==> config.mk <==
export PLATFORM = sky130hd
export DESIGN_NAME = irc_line_tokenizer
export DESIGN_NICKNAME = d
export VERILOG_FILES = /design/src/rtl/irc_tok_pkg.sv /design/src/rtl/irc_tok_step.sv /design/src/rtl/irc_line_tokenizer.sv
export SDC_FILE = /design/constraint.sdc
export NUM_CORES = 1
export LEC_CHECK = 0
export BUFFER_PORTS_ARGS = -buffer_cell sky130_fd_sc_hd__buf_4
export CAP_MARGIN = 15
export CORE_MARGIN = 2
export CORE_UTILIZATION = 61
export CTS_CLUSTER_DIAMETER = 60
export DETAILED_ROUTE_END_ITERATION = 10
export PLACE_DENSITY = 0.94
export REMOVE_ABC_BUFFERS = 1
export SLEW_MARGIN = 40
export SYNTH_ARGS = -nofsm -noshare
export SYNTH_HDL_FRONTEND = slang
export SYNTH_SLANG_ARGS = --single-unit
==> constraint.sdc <==
create_clock -name clk -period 4.9 [get_ports clk]
set_input_delay 1.47 -clock clk [delete_from_list [all_inputs] [get_ports clk]]
set_output_delay 1.47 -clock clk [all_outputs]
set_load 0.02 [all_outputs]
==> src/rtl/irc_tok_pkg.sv <==
// ----------------------------------------------------------------------------
// irc_tok_pkg
// Shared types and character codes for the IRC line tokenizer.
// ----------------------------------------------------------------------------
package irc_tok_pkg;

  localparam logic [7:0] CH_NUL   = 8'h00;
  localparam logic [7:0] CH_LF    = 8'h0A;
  localparam logic [7:0] CH_CR    = 8'h0D;
  localparam logic [7:0] CH_SPACE = 8'h20;
  localparam logic [7:0] CH_COLON = 8'h3A;

  typedef enum logic [2:0] {
    PH_START   = 3'd0,
    PH_OPEN    = 3'd1,
    PH_PREFIX  = 3'd2,
    PH_COMMAND = 3'd3,
    PH_SEP     = 3'd4,
    PH_MIDDLE  = 3'd5,
    PH_TRAIL   = 3'd6,
    PH_CR      = 3'd7
  } phase_t;

  typedef enum logic [2:0] {
    K_PREFIX  = 3'd0,
    K_COMMAND = 3'd1,
    K_MIDDLE  = 3'd2,
    K_TRAIL   = 3'd3,
    K_DELIM   = 3'd4
  } kind_t;

  typedef struct packed {
    phase_t     phase;
    logic [3:0] param_count;
    logic       line_nonempty;
  } parse_state_t;

  typedef struct packed {
    kind_t      field_kind;
    logic [3:0] param_index;
    logic       token_start;
    logic       message_end;
    logic       malformed;
  } byte_tag_t;

endpackage

==> src/rtl/irc_tok_step.sv <==
// ----------------------------------------------------------------------------
// irc_tok_step
// Per-byte parse step: tags one octet and computes the next parser state.
// ----------------------------------------------------------------------------
module irc_tok_step import irc_tok_pkg::*; #(
  parameter int MAX_PARAMS = 15
) (
  input  logic [7:0]   data_byte,
  input  parse_state_t state,
  output parse_state_t state_nxt,
  output byte_tag_t    tag
);

  localparam logic [3:0] MaxCount = 4'(MAX_PARAMS);

  logic         cr_lf;
  logic         cr_stray;
  parse_state_t eff;
  logic         can_open;
  logic [3:0]   opened_cnt;
  logic [3:0]   idx_cur;
  logic [3:0]   idx_open;

  // A CR followed by anything but LF drops the line; the byte then starts a new one.
  assign cr_lf    = (state.phase == PH_CR) && (data_byte == CH_LF);
  assign cr_stray = (state.phase == PH_CR) && (data_byte != CH_LF);

  always_comb begin
    eff = state;
    if (cr_stray) begin
      eff.phase         = PH_START;
      eff.param_count   = 4'd0;
      eff.line_nonempty = 1'b0;
    end
  end

  assign can_open   = eff.param_count < MaxCount;
  assign opened_cnt = can_open ? eff.param_count + 4'd1 : MaxCount;
  assign idx_cur    = (eff.param_count == 4'd0) ? 4'd0 : eff.param_count - 4'd1;
  assign idx_open   = opened_cnt - 4'd1;

  // next state
  always_comb begin
    state_nxt = eff;
    if (cr_lf) begin
      state_nxt.phase         = PH_START;
      state_nxt.param_count   = 4'd0;
      state_nxt.line_nonempty = 1'b0;
    end else if (data_byte == CH_NUL) begin
      state_nxt = eff;
    end else if (data_byte == CH_CR) begin
      state_nxt.phase = PH_CR;
    end else if (data_byte == CH_LF) begin
      state_nxt.phase         = PH_START;
      state_nxt.param_count   = 4'd0;
      state_nxt.line_nonempty = 1'b0;
    end else begin
      state_nxt.line_nonempty = 1'b1;
      unique case (eff.phase)
        PH_START: begin
          if (!eff.line_nonempty && data_byte == CH_COLON) begin
            state_nxt.phase = PH_OPEN;
          end else if (data_byte != CH_SPACE) begin
            state_nxt.phase = PH_COMMAND;
          end
        end
        PH_OPEN: begin
          if (eff.param_count == 4'd0) begin
            state_nxt.phase = (data_byte == CH_SPACE) ? PH_START : PH_PREFIX;
          end else begin
            state_nxt.phase = PH_TRAIL;
          end
        end
        PH_PREFIX: begin
          if (data_byte == CH_SPACE) state_nxt.phase = PH_START;
        end
        PH_COMMAND: begin
          if (data_byte == CH_SPACE) state_nxt.phase = PH_SEP;
        end
        PH_SEP: begin
          if (data_byte == CH_COLON) begin
            state_nxt.param_count = opened_cnt;
            state_nxt.phase       = PH_OPEN;
          end else if (data_byte != CH_SPACE) begin
            state_nxt.param_count = opened_cnt;
            state_nxt.phase       = PH_MIDDLE;
          end
        end
        PH_MIDDLE: begin
          if (data_byte == CH_SPACE) state_nxt.phase = PH_SEP;
        end
        default: begin
          state_nxt.phase = PH_TRAIL;
        end
      endcase
    end
  end

  // outputs
  always_comb begin
    tag.field_kind  = K_DELIM;
    tag.param_index = 4'd0;
    tag.token_start = 1'b0;
    tag.message_end = 1'b0;
    tag.malformed   = cr_stray;
    if (cr_lf) begin
      tag.message_end = state.line_nonempty;
    end else if (data_byte == CH_NUL) begin
      tag.malformed = 1'b1;
    end else if (data_byte == CH_CR) begin
      // line ends before any command byte
      if (eff.line_nonempty && (eff.phase == PH_START || eff.phase == PH_PREFIX ||
          (eff.phase == PH_OPEN && eff.param_count == 4'd0))) begin
        tag.malformed = 1'b1;
      end
    end else if (data_byte == CH_LF) begin
      tag.malformed = 1'b1;
    end else begin
      unique case (eff.phase)
        PH_START: begin
          if (!(!eff.line_nonempty && data_byte == CH_COLON) && data_byte != CH_SPACE) begin
            tag.field_kind  = K_COMMAND;
            tag.token_start = 1'b1;
          end
        end
        PH_OPEN: begin
          if (eff.param_count == 4'd0) begin
            if (data_byte != CH_SPACE) begin
              tag.field_kind  = K_PREFIX;
              tag.token_start = 1'b1;
            end
          end else begin
            tag.field_kind  = K_TRAIL;
            tag.param_index = idx_cur;
            tag.token_start = 1'b1;
          end
        end
        PH_PREFIX: begin
          if (data_byte != CH_SPACE) tag.field_kind = K_PREFIX;
        end
        PH_COMMAND: begin
          if (data_byte != CH_SPACE) tag.field_kind = K_COMMAND;
        end
        PH_SEP: begin
          if (data_byte == CH_COLON) begin
            tag.malformed = tag.malformed | !can_open;
          end else if (data_byte != CH_SPACE) begin
            tag.malformed   = tag.malformed | !can_open;
            tag.field_kind  = K_MIDDLE;
            tag.param_index = idx_open;
            tag.token_start = 1'b1;
          end
        end
        PH_MIDDLE: begin
          if (data_byte != CH_SPACE) begin
            tag.field_kind  = K_MIDDLE;
            tag.param_index = idx_cur;
          end
        end
        default: begin
          tag.field_kind  = K_TRAIL;
          tag.param_index = idx_cur;
        end
      endcase
    end
  end

endmodule

==> src/rtl/irc_line_tokenizer.sv <==
// ----------------------------------------------------------------------------
// irc_line_tokenizer
// Streaming RFC 1459 message tokenizer: tags each octet with its field kind,
// parameter index, token start, end of message and fault flag.
// ----------------------------------------------------------------------------
//   channel  | ports                                    | direction
//   ---------+------------------------------------------+----------
//   input    | in_valid, in_ready, in_data_byte         | in
//   result   | out_valid, out_ready, out_echo_byte,     | out
//            | out_field_kind, out_param_index,         |
//            | out_token_start, out_message_end,        |
//            | out_malformed                            |
//
// One octet per clock sustained while out_ready stays high; each byte passes
// the input register, then one parse step into the result register.
// The parser state advances as a byte moves from the input to the result
// register, so a stall on out_ready holds the result register, the state
// and any byte in the input register.
// Synchronous reset returns the parser to line start with both stages empty.
// ----------------------------------------------------------------------------
module irc_line_tokenizer import irc_tok_pkg::*; #(
  parameter int MAX_PARAMS = 15
) (
  input  logic       clk,
  input  logic       rst_n,
  input  logic       in_valid,
  output logic       in_ready,
  input  logic [7:0] in_data_byte,
  output logic       out_valid,
  input  logic       out_ready,
  output logic [7:0] out_echo_byte,
  output logic [2:0] out_field_kind,
  output logic [3:0] out_param_index,
  output logic       out_token_start,
  output logic       out_message_end,
  output logic       out_malformed
);

  logic         s1_valid_r;
  logic         s1_valid_nxt;
  logic [7:0]   s1_byte_r;
  logic         out_valid_r;
  logic         out_valid_nxt;
  logic [7:0]   out_byte_r;
  byte_tag_t    out_tag_r;
  parse_state_t state_r;
  parse_state_t state_nxt;
  byte_tag_t    step_tag;
  logic         out_load;
  logic         s1_move;
  logic         in_xfer;

  assign out_load = !out_valid_r || out_ready;
  assign s1_move  = s1_valid_r && out_load;
  assign in_ready = !s1_valid_r || out_load;
  assign in_xfer  = in_valid && in_ready;

  assign s1_valid_nxt  = in_xfer ? 1'b1 : (s1_move ? 1'b0 : s1_valid_r);
  assign out_valid_nxt = s1_move ? 1'b1 : (out_ready ? 1'b0 : out_valid_r);

  irc_tok_step #(
    .MAX_PARAMS(MAX_PARAMS)
  ) u_step (
    .data_byte (s1_byte_r),
    .state     (state_r),
    .state_nxt (state_nxt),
    .tag       (step_tag)
  );

  always_ff @(posedge clk) begin
    if (!rst_n) begin
      s1_valid_r  <= 1'b0;
      out_valid_r <= 1'b0;
      state_r     <= '{phase: PH_START, param_count: 4'd0, line_nonempty: 1'b0};
    end else begin
      s1_valid_r  <= s1_valid_nxt;
      out_valid_r <= out_valid_nxt;
      if (s1_move) state_r <= state_nxt;
    end
  end

  always_ff @(posedge clk) begin
    if (in_xfer) s1_byte_r <= in_data_byte;
    if (s1_move) begin
      out_byte_r <= s1_byte_r;
      out_tag_r  <= step_tag;
    end
  end

  assign out_valid       = out_valid_r;
  assign out_echo_byte   = out_byte_r;
  assign out_field_kind  = out_tag_r.field_kind;
  assign out_param_index = out_tag_r.param_index;
  assign out_token_start = out_tag_r.token_start;
  assign out_message_end = out_tag_r.message_end;
  assign out_malformed   = out_tag_r.malformed;

`ifndef SYNTHESIS
  a_mend_on_lf: assert property (@(posedge clk) disable iff (!rst_n)
    out_valid_r && out_tag_r.message_end |->
      out_byte_r == CH_LF && out_tag_r.field_kind == K_DELIM)
    else $error("message end on a byte other than LF");

  a_start_content: assert property (@(posedge clk) disable iff (!rst_n)
    out_valid_r && out_tag_r.token_start |-> out_tag_r.field_kind != K_DELIM)
    else $error("token start on a delimiter");

  a_index_kind: assert property (@(posedge clk) disable iff (!rst_n)
    out_valid_r && out_tag_r.param_index != 4'd0 |->
      out_tag_r.field_kind == K_MIDDLE || out_tag_r.field_kind == K_TRAIL)
    else $error("parameter index outside a parameter");

  a_count_limit: assert property (@(posedge clk) disable iff (!rst_n)
    state_r.param_count <= 4'(MAX_PARAMS))
    else $error("parameter count past limit");

  a_cr_phase: assert property (@(posedge clk) disable iff (!rst_n)
    s1_move && s1_byte_r == CH_CR |=> state_r.phase == PH_CR)
    else $error("CR did not enter CR phase");
`endif

endmodule
==> impl_results.md <==
- First drt pass iteration count: 5
- Fmax: 285 MHz
- PD cells: 310 nW/µm²
- Root buffer cell: clkbuf_4
- Fin cells: 293
- Top cell type's share of synthesized area: 0.373
- Crit Path Class: in -> out
- Starting DRT DRC Count: 337
- All-Layer GR Usage: 0.266
- CTS-repair resized insts: 0
- Reg2Reg Depth: 10
- Top cell type by total area after synthesis: edfxtp_1
- Worst setup margin: 1.39 ns
- Dpl hpwl: 3270 µm
- Crit path launch type: input port
- Total routed wirelength: 4920 µm
- Die Y: 62.6 µm
- DRC violations left: 0
- Synth top cells by count: a21oi_1 (26), edfxtp_1 (26), nand2_1 (17)
- Clk buf depth: 2
- Slew Limit Fails: 0
- Synth Register Bits: 36
- Routed via count: 1947
- Ports: 32
- Max incr delay on CP: 0.20 ns
- Largest net degree at the start of global routing: 27
- Seq/Total Area, Yosys: 0.469
- Hold path depth: 2
- Area grow syn2layout: 18.6%
- Seq pwr share: 0.472
- Reg2Reg Capture Point: out_malformed$_DFFE_PP_
- Placed cells: 285
- Routed Antenna Nets: 0
- Num CTS Buffers: 5
- Max VDD drop: 277 µV
- Synthesized cell area: 2090 µm²
- Wire length per cell: 16.8 µm
- Setup WS pre-CTS: 1.39 ns
- Syn Area/Cell: 9.60 µm²
- Setup crit end kind: output pin
- Cells after synthesis: 218
- First-pass GRT wire length: 8150 µm
- Clock sink total: 36
- Logic pwr share: 0.119
- Worst Hold End: out_valid$_SDFFE_PN0P_
- Starting density of the core: 0.632
- Worst-margin pin slew: 0.802 ns
- Ys async rst share: 0
- R2R setup slack: 1.54 ns
- Unrepaired setup endpoints after global routing: no
- Core area: 3310 µm²
- Leakage power: 0.874 nW
- Main synth FF type: edfxtp_1
- Count of input and output buffers: 31
- Worst-Skew Late Latency: 0.36 ns
- Slowest-stage cell, CP: nor2b_1
- Gp weighted congestion: 0.957
- Hold Path Origin: s1_valid_r$_SDFFE_PN0P_
- Share of total power in the clock network: 0.409
- Crit-path cells: buf_4 -> nor2b_1 -> nand2_1 -> buf_4
- GR Overflow Total: 0
- Post-CTS Setup Bufs: 0
- Relative slew slack: 0.460
- CTS tree: built
- Outcome: finished, final reports clean
- Net count, final: 261
- Clock transition at the registers of the reported paths: 0.11 ns
- Tmin final: 3.51 ns
- Synth cell types: 54
- RR Startpoint: s1_byte_r[4]$_DFFE_PP_
- Share of cells above drive strength 1: 0.219
- Vias in the first global route: 1764
- Sw Pwr: 0.180 mW
- Most frequent CP cell: buf_4
- Antenna violations before repair: 0
- Rows: 21
- Worst Path Max Fanout: 4
- Switching share of power: 0.233
- Die area: 3910 µm²
- Final setup TNS: 0 ns
- Filler instances: 249
- CP arrival: 2.04 ns
- Ratio of final minimum period to clock period: 0.715
- Ys Warns: 0
- Final setup viols: 0
- Clock Skews: 0.00989 ns
- Final Hold Vio Count: 0
- Post-synth EDFFs: 26
- Max Cap Viol: 0
- Hold Buf Count CTS: 0
- WP buf/inv: 2
- Diode count: 0
- Hold WC Path Type: reg -> reg
- Synth top area cells: edfxtp_1 (37%), dfxtp_1 (9.6%), a21oi_1 (6.2%)
- CP Data Required Time: 3.43 ns
- DIE WIDTH: 62.6 µm
- Avg Vias per Cell: 6.65
- H-tree Lvls: 2
- Power Internal: 0.591 mW
- Top cell family by delay on the critical path: simple AND/OR/NAND/NOR gates
-- routing by layer --
layer / vias up / part of all wire / routed length, µm / track usage
li1: 906 / - / - / -
met4: 0 / 0.027 / 135 / 0.125
met5: - / 0 / 0 / 0
met1: 889 / 0.41 / 2010 / 0.349
met2: 135 / 0.46 / 2280 / 0.414
met3: 17 / 0.10 / 501 / 0.0667
-- worst reg2reg max path, cell delays in order (launching register included) --
cell and delay [ns]:
edfxtp_1 0.51, or4_4 0.63, o21ai_4 0.36, and2_2 0.24
inv_2 0.05, ha_1 0.23, or3b_2 0.24, o21ai_0 0.09
a2111oi_0 0.50, a21oi_1 0.09, a21o_1 0.20
-- state kept, by name, indices dropped and copies added (netlist names), 3 cells and up --
signal and flops:
state_r 8, out_param_index 4, out_echo_byte 8, s1_byte_r 8, out_field_kind 3
-- cell type report --
type,instances,area [µm²],share of cell area
Multi-Input combinational cell,161,1040,0.418
Sequential cell,36,981,0.395
Timing Repair Buffer,32,240,0.0968
Clock inverter,3,90.1,0.0363
Tap cell,46,57.6,0.0232
Clock buffer,5,37.5,0.0151
Inverter,10,37.5,0.0151
-- logic make-up (layout without fill, tap and decap cells) --
group	count (synthesis)	after routing	synth area share
fa+ha+maj	3	3	0.0179
flops	36	36	0.469
simple gates	73	73	0.199
compound gates	84	84	0.271
mux	1	1	0.00478
buf+inv	21	50	0.0383
-- through the flow --
stage,hold WS (ns),area [µm²],total power [mW],utilization
finish,0.538,2480,0.770,0.749
CTS,0.548,2480,0.770,0.749
global placement,0.513,2350,0.457,0.709
detailed placement,0.523,2350,0.459,0.711
global route,0.581,2480,0.797,0.749
floorplan,0.487,2050,0.424,-
-- placed cells by master (no fill, tap or decap), types with 4 or more instances in the layout --
cell type  instances
nand2_1           17
edfxtp_1          26
nand3_1           10
nor3_1             5
a21oi_1           26
buf_4             32
nand4_1            4
o21ai_0           12
a31oi_1            5
clkbuf_4           5
o211ai_1           5
nor2_1            10
inv_1              8
dfxtp_1           10
-- power by group through the flow --
stage | registers [mW] | clock network (mW) | logic, mW
6_report | 0.363 | 0.315 | 0.0920
5_1_grt | 0.366 | 0.331 | 0.100
4_1_cts | 0.363 | 0.316 | 0.0909
3_5_place_dp | 0.369 | 0 | 0.0899
3_3_place_gp | 0.369 | 0 | 0.0880
2_1_floorplan | 0.374 | 0 | 0.0504
-- worst max path at each step --
| stage | from | endpoint | slack, ns | cells past startpoint |
|---|---|---|---|---|
| 2_1_floorplan | out_ready | in_ready | 1.61 | 2 |
| 3_3_place_gp | out_ready | in_ready | 1.42 | 4 |
| 3_5_place_dp | out_ready | in_ready | 1.39 | 4 |
| 4_1_cts | out_ready | in_ready | 1.39 | 4 |
| 5_1_grt | out_ready | in_ready | 1.34 | 4 |
| 6_report | out_ready | in_ready | 1.39 | 4 |
Note: power is estimated with default switching activity, not from simulation.
